$ cat src/rtl/core/skrf_pkg.sv
package skrf_pkg;

   localparam int DEFAULT_STORE_DEPTH = 128;

   // Opcodes of one request transfer
   localparam logic [1:0] OP_SERIAL   = 2'd0;
   localparam logic [1:0] OP_SET_IDLE = 2'd1;
   localparam logic [1:0] OP_REPORT   = 2'd2;

   // Parser phases
   localparam logic [1:0] PH_IDLE    = 2'd0;
   localparam logic [1:0] PH_LEN     = 2'd1;
   localparam logic [1:0] PH_COLLECT = 2'd2;

   // Configuration register indexes
   localparam logic CSR_STRING_CMD = 1'b0;
   localparam logic CSR_REPORT_CMD = 1'b1;

   localparam logic [7:0] STRING_CMD_RESET = 8'd1;
   localparam logic [7:0] REPORT_CMD_RESET = 8'd2;

   // Report geometry
   localparam int REPORT_LEN = 7;   // modifier plus six keys
   localparam int KEY_COUNT  = 6;
   localparam int STRING_LEN = 2;   // modifier plus one key

   typedef struct packed {
      logic load_item;
      logic exec;
      logic pop_issue;
      logic load_out;
   } ctrl_cmd_type;

   typedef struct packed {
      logic pop_needed;
      logic report_mode;
      logic out_free;
   } dp_status_type;

endpackage

$ cat src/rtl/core/skrf_ctrl.sv
module skrf_ctrl import skrf_pkg::*; (
   input  logic          clock,
   input  logic          reset,
   input  logic          req_valid,
   output logic          req_stall,
   input  dp_status_type status,
   output ctrl_cmd_type  cmd
);

   typedef enum logic [4:0] {
      ST_WAIT = 5'b00001,
      ST_EXEC = 5'b00010,
      ST_POP  = 5'b00100,
      ST_CAPT = 5'b01000,
      ST_DONE = 5'b10000
   } state_type;

   state_type  state_ff, state_in;
   logic [2:0] pop_cnt_ff, pop_cnt_in;
   logic [2:0] pop_last;

   assign pop_last  = status.report_mode ? 3'(REPORT_LEN - 1) : 3'(STRING_LEN - 1);
   assign req_stall = (state_ff != ST_WAIT);

   always_comb begin
      state_in       = state_ff;
      pop_cnt_in     = pop_cnt_ff;
      cmd            = '0;
      case (state_ff)
         ST_WAIT: begin
            if (req_valid) begin
               cmd.load_item = 1'b1;
               state_in      = ST_EXEC;
            end
         end
         ST_EXEC: begin
            cmd.exec   = 1'b1;
            pop_cnt_in = '0;
            state_in   = status.pop_needed ? ST_POP : ST_DONE;
         end
         ST_POP: begin
            cmd.pop_issue = 1'b1;
            if (pop_cnt_ff == pop_last) begin
               state_in = ST_CAPT;
            end else begin
               pop_cnt_in = pop_cnt_ff + 3'd1;
            end
         end
         ST_CAPT: begin
            // last read byte lands in its slot this cycle
            state_in = ST_DONE;
         end
         ST_DONE: begin
            if (status.out_free) begin
               cmd.load_out = 1'b1;
               state_in     = ST_WAIT;
            end
         end
         default: begin
            state_in = ST_WAIT;
         end
      endcase
   end

   always_ff @(posedge clock) begin
      if (reset) begin
         state_ff   <= ST_WAIT;
         pop_cnt_ff <= '0;
      end else begin
         state_ff   <= state_in;
         pop_cnt_ff <= pop_cnt_in;
      end
   end

endmodule

$ cat src/rtl/core/skrf_datapath.sv
module skrf_datapath import skrf_pkg::*; #(
   parameter int STORE_DEPTH = DEFAULT_STORE_DEPTH
) (
   input  logic          clock,
   input  logic          reset,
   input  logic [1:0]    req_opcode,
   input  logic [7:0]    req_rx_byte,
   input  logic          req_usb_configured,
   input  logic          req_host_path_full,
   input  logic          csr_write_enable,
   input  logic          csr_index,
   input  logic [7:0]    csr_write_data,
   input  ctrl_cmd_type  cmd,
   output dp_status_type status,
   output logic          rsp_valid,
   input  logic          rsp_stall,
   output logic          rsp_forward_valid,
   output logic [7:0]    rsp_forward_byte,
   output logic          rsp_report_send,
   output logic [7:0]    rsp_modifier,
   output logic [8*KEY_COUNT-1:0] rsp_key_codes
);

   localparam int PTR_W   = $clog2(STORE_DEPTH);
   localparam int CNT_W   = $clog2(STORE_DEPTH + 1);
   localparam int LEN_MAX = (STORE_DEPTH < 255) ? STORE_DEPTH : 255;
   localparam int BL_W    = $clog2(LEN_MAX + 1);

   function automatic logic [PTR_W-1:0] ptr_next(input logic [PTR_W-1:0] ptr);
      ptr_next = (ptr == PTR_W'(STORE_DEPTH - 1)) ? '0 : ptr + 1'b1;
   endfunction

   // latched request
   logic [1:0] op_ff;
   logic [7:0] byte_ff;
   logic       cfgd_ff, full_ff;

   // configuration
   logic [7:0] str_cmd_ff, rep_cmd_ff;

   // parser and store state
   logic [PTR_W-1:0] rd_ptr_ff, rd_ptr_in, wr_ptr_ff, wr_ptr_in;
   logic [CNT_W-1:0] fill_ff, fill_in;
   logic [1:0]       phase_ff, phase_in;
   logic             mode_ff, mode_in;
   logic [BL_W-1:0]  left_ff, left_in;
   logic             granted_ff, granted_in;
   logic             initial_ff, initial_in;

   // result under construction
   logic       res_fwd_ff, res_fwd_in;
   logic [7:0] res_byte_ff, res_byte_in;
   logic       res_send_ff, res_send_in;

   logic [7:0] store_mem [STORE_DEPTH];
   logic [7:0] rd_data_ff;
   logic       rd_valid_ff;
   logic [2:0] cap_idx_ff;
   logic [7:0] slot_ff [REPORT_LEN];

   logic            push;
   logic            pop_needed;
   logic [BL_W-1:0] len_cap;

   logic       rsp_valid_ff, rsp_fwd_ff, rsp_send_ff;
   logic [7:0] rsp_byte_ff, rsp_mod_ff;
   logic [8*KEY_COUNT-1:0] rsp_keys_ff;

   assign len_cap = (32'(byte_ff) > 32'(STORE_DEPTH)) ? BL_W'(STORE_DEPTH) : BL_W'(byte_ff);

   always_comb begin
      rd_ptr_in   = rd_ptr_ff;
      wr_ptr_in   = wr_ptr_ff;
      fill_in     = fill_ff;
      phase_in    = phase_ff;
      mode_in     = mode_ff;
      left_in     = left_ff;
      granted_in  = granted_ff;
      initial_in  = initial_ff;
      res_fwd_in  = res_fwd_ff;
      res_byte_in = res_byte_ff;
      res_send_in = res_send_ff;
      push        = 1'b0;
      pop_needed  = 1'b0;
      if (cmd.exec) begin
         res_fwd_in  = 1'b0;
         res_byte_in = '0;
         res_send_in = 1'b0;
         case (op_ff)
            OP_SERIAL: begin
               case (phase_ff)
                  PH_LEN: begin
                     left_in  = len_cap;
                     phase_in = (len_cap == '0) ? PH_IDLE : PH_COLLECT;
                  end
                  PH_COLLECT: begin
                     // drop the byte and keep the count when the store is full
                     if (fill_ff < CNT_W'(STORE_DEPTH)) begin
                        push = 1'b1;
                        if (left_ff != '0) begin
                           left_in = left_ff - 1'b1;
                           if (left_ff == BL_W'(1)) begin
                              phase_in = PH_IDLE;
                           end
                        end else begin
                           phase_in = PH_IDLE;
                        end
                     end
                  end
                  default: begin
                     phase_in = PH_IDLE;
                     if (byte_ff == str_cmd_ff) begin
                        phase_in = PH_LEN;
                        mode_in  = 1'b0;
                     end else if (byte_ff == rep_cmd_ff) begin
                        left_in  = BL_W'(REPORT_LEN);
                        phase_in = PH_COLLECT;
                        mode_in  = 1'b1;
                     end else if (cfgd_ff && !full_ff) begin
                        res_fwd_in  = 1'b1;
                        res_byte_in = byte_ff;
                     end
                  end
               endcase
            end
            OP_SET_IDLE: begin
               granted_in = 1'b1;
            end
            OP_REPORT: begin
               if (granted_ff) begin
                  res_send_in = 1'b1;
                  if (!initial_ff) begin
                     initial_in = 1'b1;
                  end else if (mode_ff ? (fill_ff >= CNT_W'(REPORT_LEN))
                                       : (fill_ff >= CNT_W'(STRING_LEN))) begin
                     pop_needed = 1'b1;
                  end
               end
            end
            default: begin
            end
         endcase
      end
      if (push) begin
         wr_ptr_in = ptr_next(wr_ptr_ff);
         fill_in   = fill_ff + 1'b1;
      end
      if (cmd.pop_issue) begin
         rd_ptr_in = ptr_next(rd_ptr_ff);
         fill_in   = fill_ff - 1'b1;
      end
   end

   always_ff @(posedge clock) begin
      if (reset) begin
         str_cmd_ff   <= STRING_CMD_RESET;
         rep_cmd_ff   <= REPORT_CMD_RESET;
         rd_ptr_ff    <= '0;
         wr_ptr_ff    <= '0;
         fill_ff      <= '0;
         phase_ff     <= PH_IDLE;
         mode_ff      <= 1'b0;
         left_ff      <= '0;
         granted_ff   <= 1'b0;
         initial_ff   <= 1'b0;
         rd_valid_ff  <= 1'b0;
         rsp_valid_ff <= 1'b0;
      end else begin
         if (csr_write_enable) begin
            case (csr_index)
               CSR_STRING_CMD: str_cmd_ff <= csr_write_data;
               CSR_REPORT_CMD: rep_cmd_ff <= csr_write_data;
               default: begin
               end
            endcase
         end
         rd_ptr_ff   <= rd_ptr_in;
         wr_ptr_ff   <= wr_ptr_in;
         fill_ff     <= fill_in;
         phase_ff    <= phase_in;
         mode_ff     <= mode_in;
         left_ff     <= left_in;
         granted_ff  <= granted_in;
         initial_ff  <= initial_in;
         rd_valid_ff <= cmd.pop_issue;
         if (cmd.load_out) begin
            rsp_valid_ff <= 1'b1;
         end else if (!rsp_stall) begin
            rsp_valid_ff <= 1'b0;
         end
      end
   end

   // payload registers
   always_ff @(posedge clock) begin
      if (cmd.load_item) begin
         op_ff   <= req_opcode;
         byte_ff <= req_rx_byte;
         cfgd_ff <= req_usb_configured;
         full_ff <= req_host_path_full;
      end
      res_fwd_ff  <= res_fwd_in;
      res_byte_ff <= res_byte_in;
      res_send_ff <= res_send_in;
      if (cmd.exec) begin
         cap_idx_ff <= '0;
         slot_ff    <= '{default: '0};
      end else if (rd_valid_ff) begin
         slot_ff[cap_idx_ff] <= rd_data_ff;
         cap_idx_ff          <= cap_idx_ff + 3'd1;
      end
      if (cmd.load_out) begin
         rsp_fwd_ff  <= res_fwd_ff;
         rsp_byte_ff <= res_byte_ff;
         rsp_send_ff <= res_send_ff;
         rsp_mod_ff  <= slot_ff[0];
         for (int k = 0; k < KEY_COUNT; k++) begin
            rsp_keys_ff[8*k +: 8] <= slot_ff[3'(k + 1)];
         end
      end
   end

   // key store: one write port, one registered read port
   always_ff @(posedge clock) begin
      if (push) begin
         store_mem[wr_ptr_ff] <= byte_ff;
      end
      if (cmd.pop_issue) begin
         rd_data_ff <= store_mem[rd_ptr_ff];
      end
   end

   assign status.pop_needed  = pop_needed;
   assign status.report_mode = mode_ff;
   assign status.out_free    = !rsp_valid_ff || !rsp_stall;

   assign rsp_valid         = rsp_valid_ff;
   assign rsp_forward_valid = rsp_fwd_ff;
   assign rsp_forward_byte  = rsp_byte_ff;
   assign rsp_report_send   = rsp_send_ff;
   assign rsp_modifier      = rsp_mod_ff;
   assign rsp_key_codes     = rsp_keys_ff;

endmodule

$ cat src/rtl/core/serial_to_keyboard_report_framer_core.sv
// Channel   Direction  Handshake          Payload
// req_      in         req_valid/stall    opcode, rx_byte, usb_configured, host_path_full
// rsp_      out        rsp_valid/stall    forward_valid/byte, report_send, modifier, key_codes
// csr_      in         csr_write_enable   csr_index (0 string cmd, 1 report cmd), write_data
//
// One request at a time: accept, decode, pop the key store when a report needs it,
// then the result register. Reports pop through the single registered read port
// of the key store.
// Reset is synchronous and clears the control state, all but the capture index;
// store contents stay undefined.
// The result register frees the request side: the next request is taken while a
// result still stalls, and its result waits in the hand-off state until the
// register frees.
module serial_to_keyboard_report_framer_core import skrf_pkg::*; #(
   parameter int STORE_DEPTH = DEFAULT_STORE_DEPTH
) (
   input  logic        clock,
   input  logic        reset,
   input  logic        req_valid,
   output logic        req_stall,
   input  logic [1:0]  req_opcode,
   input  logic [7:0]  req_rx_byte,
   input  logic        req_usb_configured,
   input  logic        req_host_path_full,
   output logic        rsp_valid,
   input  logic        rsp_stall,
   output logic        rsp_forward_valid,
   output logic [7:0]  rsp_forward_byte,
   output logic        rsp_report_send,
   output logic [7:0]  rsp_modifier,
   output logic [8*KEY_COUNT-1:0] rsp_key_codes,
   input  logic        csr_write_enable,
   input  logic        csr_index,
   input  logic [7:0]  csr_write_data
);

   ctrl_cmd_type  cmd;
   dp_status_type status;

   // sequence each transfer: latch, decode, pop, hand off
   skrf_ctrl u_ctrl (
      .clock     (clock),
      .reset     (reset),
      .req_valid (req_valid),
      .req_stall (req_stall),
      .status    (status),
      .cmd       (cmd)
   );

   // hold parser state, key store, report slots and the result register
   skrf_datapath #(
      .STORE_DEPTH (STORE_DEPTH)
   ) u_datapath (
      .clock              (clock),
      .reset              (reset),
      .req_opcode         (req_opcode),
      .req_rx_byte        (req_rx_byte),
      .req_usb_configured (req_usb_configured),
      .req_host_path_full (req_host_path_full),
      .csr_write_enable   (csr_write_enable),
      .csr_index          (csr_index),
      .csr_write_data     (csr_write_data),
      .cmd                (cmd),
      .status             (status),
      .rsp_valid          (rsp_valid),
      .rsp_stall          (rsp_stall),
      .rsp_forward_valid  (rsp_forward_valid),
      .rsp_forward_byte   (rsp_forward_byte),
      .rsp_report_send    (rsp_report_send),
      .rsp_modifier       (rsp_modifier),
      .rsp_key_codes      (rsp_key_codes)
   );

endmodule
$ cat config.mk
export PLATFORM = sky130hd
export DESIGN_NAME = serial_to_keyboard_report_framer_core
export DESIGN_NICKNAME = d
export VERILOG_FILES = /design/src/rtl/core/skrf_pkg.sv /design/src/rtl/core/skrf_ctrl.sv /design/src/rtl/core/skrf_datapath.sv /design/src/rtl/core/serial_to_keyboard_report_framer_core.sv
export SDC_FILE = /design/constraint.sdc
export NUM_CORES = 1
export LEC_CHECK = 0
export BUFFER_PORTS_ARGS = -buffer_cell sky130_fd_sc_hd__buf_2
export CAP_MARGIN = 0
export CORE_MARGIN = 5
export CORE_UTILIZATION = 50
export CTS_BUF_LIST = sky130_fd_sc_hd__clkbuf_8 sky130_fd_sc_hd__clkbuf_16
export DETAILED_ROUTE_END_ITERATION = 8
export GPL_TIMING_DRIVEN = 1
export PLACE_DENSITY = 0.66
export SETUP_SLACK_MARGIN = 0.05
export SYNTH_ARGS = -nofsm -noshare
export SYNTH_HDL_FRONTEND = slang
export SYNTH_SLANG_ARGS = --single-unit
export TNS_END_PERCENT = 100
$ cat constraint.sdc
create_clock -name clock -period 4.5 [get_ports clock]
set_input_delay 0.45 -clock clock [delete_from_list [all_inputs] [get_ports clock]]
set_output_delay 0.45 -clock clock [all_outputs]
set_load 0.1 [all_outputs]
### Word level (Yosys, flattened, before mapping)

Memories as Yosys holds them, arrays and structs flattened. A register that Yosys moved wholly into a read port is not among the register bits.
Index checks and enable logic that the tools add are counted.

* eq/ne operators: 25
* reductions and logical operators: 25
* mux-type cells: 52
* magnitude comparators: 6
* bitwise operators: 5
* $add $sub $neg: 7

Operators by type and width (count)
* two-way mux 8 bit: 8
* bitwise mux 56 bit: 1
* case mux 5 bit (5 select lines): 1
* demux 8 bit (select 3 bit): 1
* two-way mux 1 bit: 24
* two-way mux 5 bit: 4
* equality test 8 bit: 2
* case mux 8 bit (2 select lines): 1
* subtractor 8 x 1 -> 8 bit, second input constant: 2
* adder 7 x 1 -> 7 bit, second input constant: 2
* equality test 7 bit, second input constant: 2
* two-way mux 7 bit: 2
* two-way mux 2 bit: 6
* adder 8 x 1 -> 8 bit, second input constant: 1
* equality test 8 x 1 -> 1 bit, second input constant: 1
* >= comparator 8 x 2 -> 1 bit, second input constant: 1
* >= comparator 8 x 3 -> 1 bit, second input constant: 1
* greater-than comparator 8 bit, second input constant: 1
* logical NOT 8 bit: 1
* less-than comparator 8 bit, second input constant: 1
* != test 2 x 1 -> 1 bit, second input constant: 4
* AND reduction 2 bit: 4
* AND reduction 4 bit: 2
* nonzero test 8 bit: 1
* 30 further kinds: 46

* memories: 1
* flip-flop bits (word level): 184
* memory bits (writable): 1024
* word-level logic and storage cells: 155
* output and inout bits: 68

Memories
* u_datapath.store_mem: depth 128, width 8, rd ports 1, clocked after memory_dff 1, write ports 1, line skrf_datapath.sv:55 `logic [7:0] store_mem [STORE_DEPTH];`

### Depth between registers and ports, before layout

Gate-level depths: netlist (run 1).

* word-level depth: 9
* mapped depth: 11
* mapped depth without buffers: 10

### By module

Synthesis (run 1) repeated with hierarchy kept, for this count alone.

* cells, all modules: 2581
* area, all modules: 46737.3 sq um

Modules (own cells, without submodules)
* skrf_datapath: area each 46225.6 sq um, cells each 2522, instances 1
* skrf_ctrl: area each 511.7 sq um, cells each 59, instances 1

### Worst setup path before layout (run 1)

OpenSTA, ideal clock, no wires.

* path type: reg2reg
* start point: register u_ctrl.state_ff[3]
* end point: register u_datapath.rsp_byte_ff[0] (netlist: u_datapath.rsp_forward_byte[0]), enable pin
* library setup time: 0.455 ns
* cell stages (with the launch flop): 5
* path slack: 1.051 ns
* required time: 4.045 ns
* buffers on the path: 1
* data arrival time: 2.994 ns
* clock period less this slack: 3.449 ns
* path through: dfxtp_1 -> clkbuf_1 -> nor3_1 -> nand3b_1 -> a21oi_1

RTL lines
* start: declaration: line skrf_ctrl.sv:18 `state_type state_ff, state_in;`
* start signal: assignment: line skrf_ctrl.sv:70 `state_ff <= state_in;`
* end signal: assignment: line skrf_datapath.sv:214 `rsp_byte_ff <= res_byte_ff;`
* end: declaration: line skrf_datapath.sv:66 `logic [7:0] rsp_byte_ff, rsp_mod_ff;`

### Final worst setup path (run 1)

* start point: register u_datapath.phase_ff[0]
* end point: memory u_datapath.store_mem[25][7], enable pin

* word-level cells in the longest chain between the ends: 6

RTL lines
* start: declaration: line skrf_datapath.sv:44 `logic [1:0] phase_ff, phase_in;`
* start signal: assignment: line skrf_datapath.sv:180 `phase_ff <= phase_in;`
* equality test 2 bit: line skrf_datapath.sv:91 `case (phase_ff)`
* two-way mux 1 bit: line skrf_datapath.sv:91
* two-way mux 1 bit: line skrf_datapath.sv:89 `case (op_ff)`
* two-way mux 1 bit: line skrf_datapath.sv:85 `if (cmd.exec) begin`
* two-way mux 1 bit: line skrf_datapath.sv:225 `if (push) begin`
* two-way mux 1 bit (implied by the code): line skrf_datapath.sv:226 `store_mem[wr_ptr_ff] <= byte_ff;`
* end: declaration: line skrf_datapath.sv:55

Every way passes these cells.

==> results of run 1 <==
worst min-delay path, cell delays in order:
cell     delay, ps
buf_2          110
nand2_1         60
a21oi_1         60
state kept, by name, summed over array words and instances (netlist names), 3 cells and up:
signal                       flops
u_datapath.store_mem          1024
u_datapath.slot_ff              32
u_datapath.rsp_key_codes        24
u_datapath.byte_ff               8
u_datapath.fill_ff               8
u_datapath.left_ff               8
u_datapath.rd_data_ff            8
u_datapath.rep_cmd_ff            8
u_datapath.res_byte_ff           8
u_datapath.rsp_forward_byte      8
u_datapath.rsp_modifier          8
u_datapath.str_cmd_ff            8
u_datapath.rd_ptr_ff             7
u_datapath.wr_ptr_ff             7
u_ctrl.state_ff                  5
u_ctrl.pop_cnt_ff                3
u_datapath.cap_idx_ff            3
synth_stat cells, drive strengths merged (3+ instances only):
library cell  instances  area, um2
clkbuf               65        244
a22oi                28        210
o31ai                 3       22.5
a31oi                10       62.6
o32a                  4       40.0
or4                   4       30.0
o22ai                24        150
nand4                 6       37.5
edfxtp             1096      32900
mux2                  5       56.3
a2111oi               6       53.8
mux4                215       4840
a221oi               14        129
and2                 15       96.3
nor2b                19        119
or3                   8       50.1
xor2                 21        184
buf                  97        726
mux2i               107       1070
nor4                  9       71.3
nand2b                9       56.3
a211oi               18        135
dfxtp                96       1920
a311oi                7       61.3
a21o                  3       22.5
ha                   14        175
nor3b                 3       22.5
nand3                30        163
o21ai                25        125
o211ai                7       52.6
and3                  3       18.8
or3b                  3       26.3
a22o                 16        140
a21oi                95        479
or2                   3       18.8
nor3                 27        135
o221ai               18        158
and4                  3       26.3
a211o                 4       35.0
nand3b                7       52.6
nor2                205        772
xnor2                17        149
nand2               173        649
inv                  18       67.6
per-layer routing:
metal	part of all wire, %	track usage [%]	vias to the layer above
met4	3.5	7.80	0
met3	8.9	3.58	221
met2	48	36.6	1440
li1	-	-	10500
met5	0	0	-
met1	40	32.7	13000
stage by stage:
stage                     hold slack (ps)  area (um2)  worst slack (ps)
after global routing                 44.4       52700               714
final                                44.7       52700               807
after floorplan                       400       46800              1050
after global placement                413       48600               969
after detailed placement              405       48600              1010
after CTS                            13.4       52700               954
worst paths after layout:
check                            start                              to  slack, ps  depth (start not counted)
max             u_datapath.phase_ff[0]     u_datapath.store_mem[25][7]        810                          7
min                  csr_write_data[5]        u_datapath.str_cmd_ff[5]         40                          3
max reg2reg     u_datapath.phase_ff[0]     u_datapath.store_mem[25][7]        810                          7
min reg2reg  u_datapath.res_byte_ff[0]  u_datapath.rsp_forward_byte[0]        420                          0
timing repair:
action | 4_1_cts | 5_1_grt
hold endpoints to repair | 19 | 0
buffers inserted | 0 | 0
hold buffers | 18 | 0
power groups by stage:
stage | combinational [W] | clock (W) | sequential, W
floorplan | 0.000188 | 0 | 0.0126
global placement | 0.000487 | 0 | 0.0124
detailed placement | 0.000505 | 0 | 0.0124
CTS | 0.000515 | 0.0102 | 0.0122
global route | 0.000541 | 0.0107 | 0.0122
finish | 0.000510 | 0.0101 | 0.0122
final cells by class:
type	count	share of cell area [%]
sequential	1192	66.1
multi-input combinational	1229	20.8
clock buffer	114	5.41
tap	1254	2.97
timing repair buffer	178	2.41
clock inverter	102	2.19
inverter	19	0.135
cell families (layout without fill, tap and decap cells):
kind of cell	Yosys count	after routing
and+or+nand+nor	529	529
buffers and inverters	181	413
xor gates and xnor gates	38	38
other	1	24
AOI/OAI and AO/OA	296	296
adders and majority gates	15	15
DFF	1192	1192
muxes	327	327
==> reports/summary.txt, run 1 <==
CP max stage cell: nor2_1
Core Util, Final: 56.7%
Number of library cell types mapped by synthesis: 73
CTS Buffer Depth: 3
Antenna viol nets, final: 0
Syn Inst Count: 2579
Post-synth EDFFs: 1096
Most frequent cells in the layout: edfxtp_1, mux4_2, nor2_1, nand2_1, clkbuf_16
Tmin final: 3690 ps
Root Buffer: clkbuf_16
Synth Warn #: 0
Most frequent CP cell: nor2b_1
IR drop worst, VDD: 0.343 mV
Clock Pin Slew Worst Setup and Hold Paths: 60 ps
Detailed Route WL: 115 mm
Antenna violations before repair: 0
Layout cell share with drive strength beyond 1: 20.7%
Post-synthesis xor/xnor area fraction: 0.712%
CP required: 4800 ps
Initial core utilization: 50.2%
Pwr Total: 0.0228 W
Crit path kind: reg2reg
Setup tns final: 0 ps
Largest delay share family, worst path: simple AND/OR/NAND/NOR gates
Mux share of post-synthesis cell area: 12.8%
Pin count of the biggest net entering global routing: 134
Fmax: 271 MHz
FF/Latch Area: 0.0348 mm2
Simple-Gate Fraction of Synth Area: 5.06%
Pwr/cell area: 432 mW/mm2
Crit. End Element: flip-flop
Tcrit/Tclk final: 82.1%
CTS tree: yes
Post-synth ARST share: 0%
CTS sink cnt: 1192
Largest stage delay, worst path: 840 ps
Maxcap violations: 0
Worst EP arrival: 4000 ps
Vias/cell: 6.17
Static leakage: 16.4 nW
DR iter-0 viols: 3278
Flop pwr share: 53.6%
Worst slew margin: 19.3%
Worst-path cell chain: inv_1 > ha_1 > nor2b_1 > and4_1 > nor2b_1 > nand2_1 > nor2_1
Multi-input gate area: 0.0110 mm2
# resized after CTS: 0
RSZ-0062 raised after global routing: no
TritonRoute pass-1 iters: 6
Most common cell after layout, fill and taps aside: edfxtp_1
# DRC: 0
Post-route insts no fill: 4088
HP Class: in2reg
Syn Std Cell Area: 0.0467 mm2
Sw power: 0.00466 W
Power share of the combinational group: 2.2%
RD Place Congestion: 0.867
Core area: 0.0930 mm2
Clock Latency Late Sink: 700 ps
Full die area: 0.0997 mm2
Die height: 316 um
Die X: 316 um
Sw Ratio: 20.5%
Input/output buffers: 69
Endpoints failing hold: 0
Buf+Inv Stages, Crit Path: 1
Antenna Diode Count: 0
TritonCTS buffer count: 113
Dpl cells: 3854
Wire length of the first global-routing pass: 169 mm
Yosys reg bits: 1192
Area Growth Syn to Fin: 12.9%
Worst Max-Slew Pin Slew: 1210 ps
Area share of fa/ha/maj cells after synthesis: 0.418%
Site row count: 112
Outcome: completed
Compound-cell area share of the yosys netlist: 4.28%
Ys flop type: edfxtp_1
Largest family of logic cells by synthesized area: multiplexers
CP startpoint kind: flip-flop
P_int: 0.0181 W
Post-DP HPWL: 70.9 mm
CP Max Fanout: 10
Nets: 2774
Clk_skew: 36.1 ps
Post-synthesis sequential area ratio: 74.5%
Vias in the first global route: 25200
WL/cell: 28.0 um
Grt total ovfl: 0
Fill cells: 6901
Final setup viols: 0
Power share of the clock group: 44.2%
Total GRT Usage: 22.9%
Final Max Tran Viols: 0
Vias: 25200
IO Pins: 94
Mean Syn Cell Area: 18.1 um2
H-tree depth: 3
No activity file was read; power rests on OpenSTA's default activity.
==> run 2: changes to the inputs <==
--- a/config.mk
+++ b/config.mk
@@ -12,7 +12,7 @@
 export CTS_BUF_LIST = sky130_fd_sc_hd__clkbuf_8 sky130_fd_sc_hd__clkbuf_16
 export DETAILED_ROUTE_END_ITERATION = 8
 export GPL_TIMING_DRIVEN = 1
-export PLACE_DENSITY = 0.66
+export PLACE_DENSITY = 0.68
 export SETUP_SLACK_MARGIN = 0.05
 export SYNTH_ARGS = -nofsm -noshare
 export SYNTH_HDL_FRONTEND = slang
==> constraint.sdc (replaced) <==
create_clock -name clock -period 3 [get_ports clock]
set_input_delay 0.3 -clock clock [delete_from_list [all_inputs] [get_ports clock]]
set_output_delay 0.3 -clock clock [all_outputs]
set_load 0.1 [all_outputs]
==> reports/summary.txt, run 2 (synthesis gave the netlist of run 1 again) <==
Worst slew margin: 35.8% (was 19.3%)
Tcrit/Tclk final: 98.5% (was 82.1%)
Max reg flops: 1024 (unchanged)
Worst-path cell chain: buf_12 > buf_4 > mux4_2 > a221oi_1 > o21ai_1 > a211oi_1 > a21oi_1 (was inv_1 > ha_1 > nor2b_1 > and4_1 > nor2b_1 > nand2_1 > nor2_1)
Full die area: 0.0997 mm2 (unchanged)
Site row count: 112 (unchanged)
Maxcap violations: 0 (unchanged)
Setup tns final: 0 ps (unchanged)
Most flops, register: u_datapath.store_mem (unchanged)
CTS Buffer Depth: 3 (unchanged)
Setup WS pre-CTS: -258 ps (was 1010 ps)
TritonRoute pass-1 iters: 5 (was 6)
Power share of the combinational group: 2.2% (about the same)
Sw power: 0.00673 W (was 0.00466 W)
Layout cell share with drive strength beyond 1: 25.7% (was 20.7%)
Vias/cell: 5.98 (was 6.17)
CP Max Fanout: 29 (was 10)
Wire length of the first global-routing pass: 170 mm (was 169 mm)
Crit. End Element: flip-flop (unchanged)
Buf+Inv Stages, Crit Path: 2 (was 1)
Vias: 25700 (was 25200)
Area Growth Syn to Fin: 16.3% (was 12.9%)
Setup ws final: 45.3 ps (was 807 ps)
Antenna viol nets, final: 0 (unchanged)
Static leakage: 17.5 nW (was 16.4 nW)
Pin count of the biggest net entering global routing: 130 (was 134)
Root Buffer: clkbuf_16 (unchanged)
CP max stage cell: dfxtp_4 (was nor2_1)
Input/output buffers: 69 (unchanged)
Reg-to-Reg Start: u_datapath.rd_ptr_ff[1] (was u_datapath.phase_ff[0])
Initial core utilization: 50.2% (unchanged)
Crit path kind: reg2reg (unchanged)
Die height: 316 um (unchanged)
DR iter-0 viols: 2916 (was 3278)
Worst Hold Depth: 3 (unchanged)
TritonCTS buffer count: 113 (unchanged)
Most common cell after layout, fill and taps aside: edfxtp_1 (unchanged)
Vias in the first global route: 25900 (was 25200)
Tmin final: 2950 ps (was 3690 ps)
Detailed Route WL: 114 mm (was 115 mm)
Fill cells: 6853 (was 6901)
P_int: 0.0269 W (was 0.0181 W)
Endpoints failing hold: 0 (unchanged)
Fmax: 338 MHz (was 271 MHz)
Core area: 0.0930 mm2 (unchanged)
Hold path startpoint: reset (was csr_write_data[5])
Power share of the clock group: 43.3% (was 44.2%)
# DRC: 0 (unchanged)
IO Pins: 94 (unchanged)
WL/cell: 26.6 um (was 28.0 um)
CTS tree: yes (unchanged)
Clock Pin Slew Worst Setup and Hold Paths: 70 ps (was 60 ps)
FF-to-FF setup slack: 50 ps (was 810 ps)
Flop pwr share: 54.5% (was 53.6%)
RSZ-0062 raised after global routing: no (unchanged)
Post-DP HPWL: 73.1 mm (was 70.9 mm)
Worst Max-Slew Pin Slew: 962 ps (was 1210 ps)
HP Class: in2reg (unchanged)
IR drop worst, VDD: 0.455 mV (was 0.343 mV)
Die X: 316 um (unchanged)
CP required: 3410 ps (was 4800 ps)
Worst hold margin: 165 ps (was 44.7 ps)
RD Place Congestion: 0.878 (was 0.867)
Nets: 2992 (was 2774)
CTS sink cnt: 1192 (unchanged)
Reg2reg end: u_datapath.rd_data_ff[1] (was u_datapath.store_mem[25][7])
CP startpoint kind: flip-flop (unchanged)
Final setup viols: 0 (unchanged)
Largest stage delay, worst path: 620 ps (was 840 ps)
Final Max Tran Viols: 0 (unchanged)
Clk_skew: 31.2 ps (was 36.1 ps)
Antenna violations before repair: 0 (unchanged)
Pwr/cell area: 618 mW/mm2 (was 432 mW/mm2)
Grt total ovfl: 0 (unchanged)
Total GRT Usage: 22.9% (about the same)
Most frequent cells in the layout: edfxtp_1, buf_4, mux4_2, nor2_1, nand2_1 (was edfxtp_1, mux4_2, nor2_1, nand2_1, clkbuf_16)
Sw Ratio: 20.0% (was 20.5%)
Worst EP arrival: 3370 ps (was 4000 ps)
Outcome: completed (unchanged)
Clock Latency Late Sink: 690 ps (was 700 ps)
H-tree depth: 3 (unchanged)
Reg2reg path depth: 7 (unchanged)
Largest delay share family, worst path: compound AO/OA/AOI/OAI gates (was simple AND/OR/NAND/NOR gates)
Hold Path End: u_datapath.str_cmd_ff[0] (was u_datapath.str_cmd_ff[5])
-- run 2: cell types whose count changed in the layout (fill, tap and decap cells not counted), sizes merged --
cell,change
bufinv,-6
buf,+211
dlygate4sd3,+7
clkbuf,+11
clkinvlp,-4
clkinv,-8
diode,+1
inv,+2
-- run 2: metal layers --
metal	part of all wire [%]	vias to the layer above	global-route usage, %
met3	8.5	230	3.69
met5	0	-	0
met2	48	1224	36.9
met1	40	13300	32.4
li1	-	11000	-
met4	3.4	0	7.80
-- run 2: metrics by stage --
step                instance area, um2  instances  power, W  utilization (%)
global placement                 50200       4059    0.0193             54.0
floorplan                        46800       2602    0.0191                -
detailed placement               50200       4059    0.0194             54.0
CTS                              54400       4301    0.0338             58.4
finish                           54400       4302    0.0336             58.4
global route                     54400       4301    0.0346             58.4
-- run 2: worst min-delay path, delay by kind of cell --
kind / cells / cell delay, ps
simple gates: 1 / 150
buf+inv: 2 / 350
-- run 2: cell type report --
type	instances	area, um2	share of cell area (%)
Timing Repair Buffer	396	3060	5.63
Sequential cell	1192	34800	64.1
Tap cell	1254	1570	2.89
Clock inverter	86	817	1.50
Clock buffer	125	3030	5.57
Multi-Input combinational cell	1229	11000	20.2
Inverter	19	72.6	0.133
Antenna cell	1	2.50	0.00460
-- run 2: timing repair --
| item | CTS | global route |
|---|---|---|
| gates resized for setup | 2 | 0 |
| endpoints found under the setup margin | 4 | 0 |
| buffers inserted | 6 | 0 |
| hold buffers | 25 | 0 |
| hold endpoints to repair | 29 | 0 |
-- run 2: how the worst max path moves through the flow --
stage	start	cells past startpoint	end
2_1_floorplan	u_datapath.byte_ff[6]	6	u_datapath.res_byte_ff[7]
3_3_place_gp	u_datapath.rd_ptr_ff[0]	6	u_datapath.rd_data_ff[0]
3_5_place_dp	u_datapath.rd_ptr_ff[0]	6	u_datapath.rd_data_ff[0]
4_1_cts	u_datapath.rd_ptr_ff[0]	6	u_datapath.rd_data_ff[0]
5_1_grt	u_datapath.rd_ptr_ff[0]	7	u_datapath.rd_data_ff[1]
6_report	u_datapath.rd_ptr_ff[1]	7	u_datapath.rd_data_ff[1]
-- run 2: power groups by stage --
| stage | Combinational, W | Sequential, W | Clock [W] |
|---|---|---|---|
| final | 0.000740 | 0.0183 | 0.0146 |
| after global routing | 0.000785 | 0.0183 | 0.0155 |
| after CTS | 0.000740 | 0.0183 | 0.0147 |
| after detailed placement | 0.000717 | 0.0187 | 0 |
| after global placement | 0.000678 | 0.0187 | 0 |
| after floorplan | 0.000282 | 0.0189 | 0 |
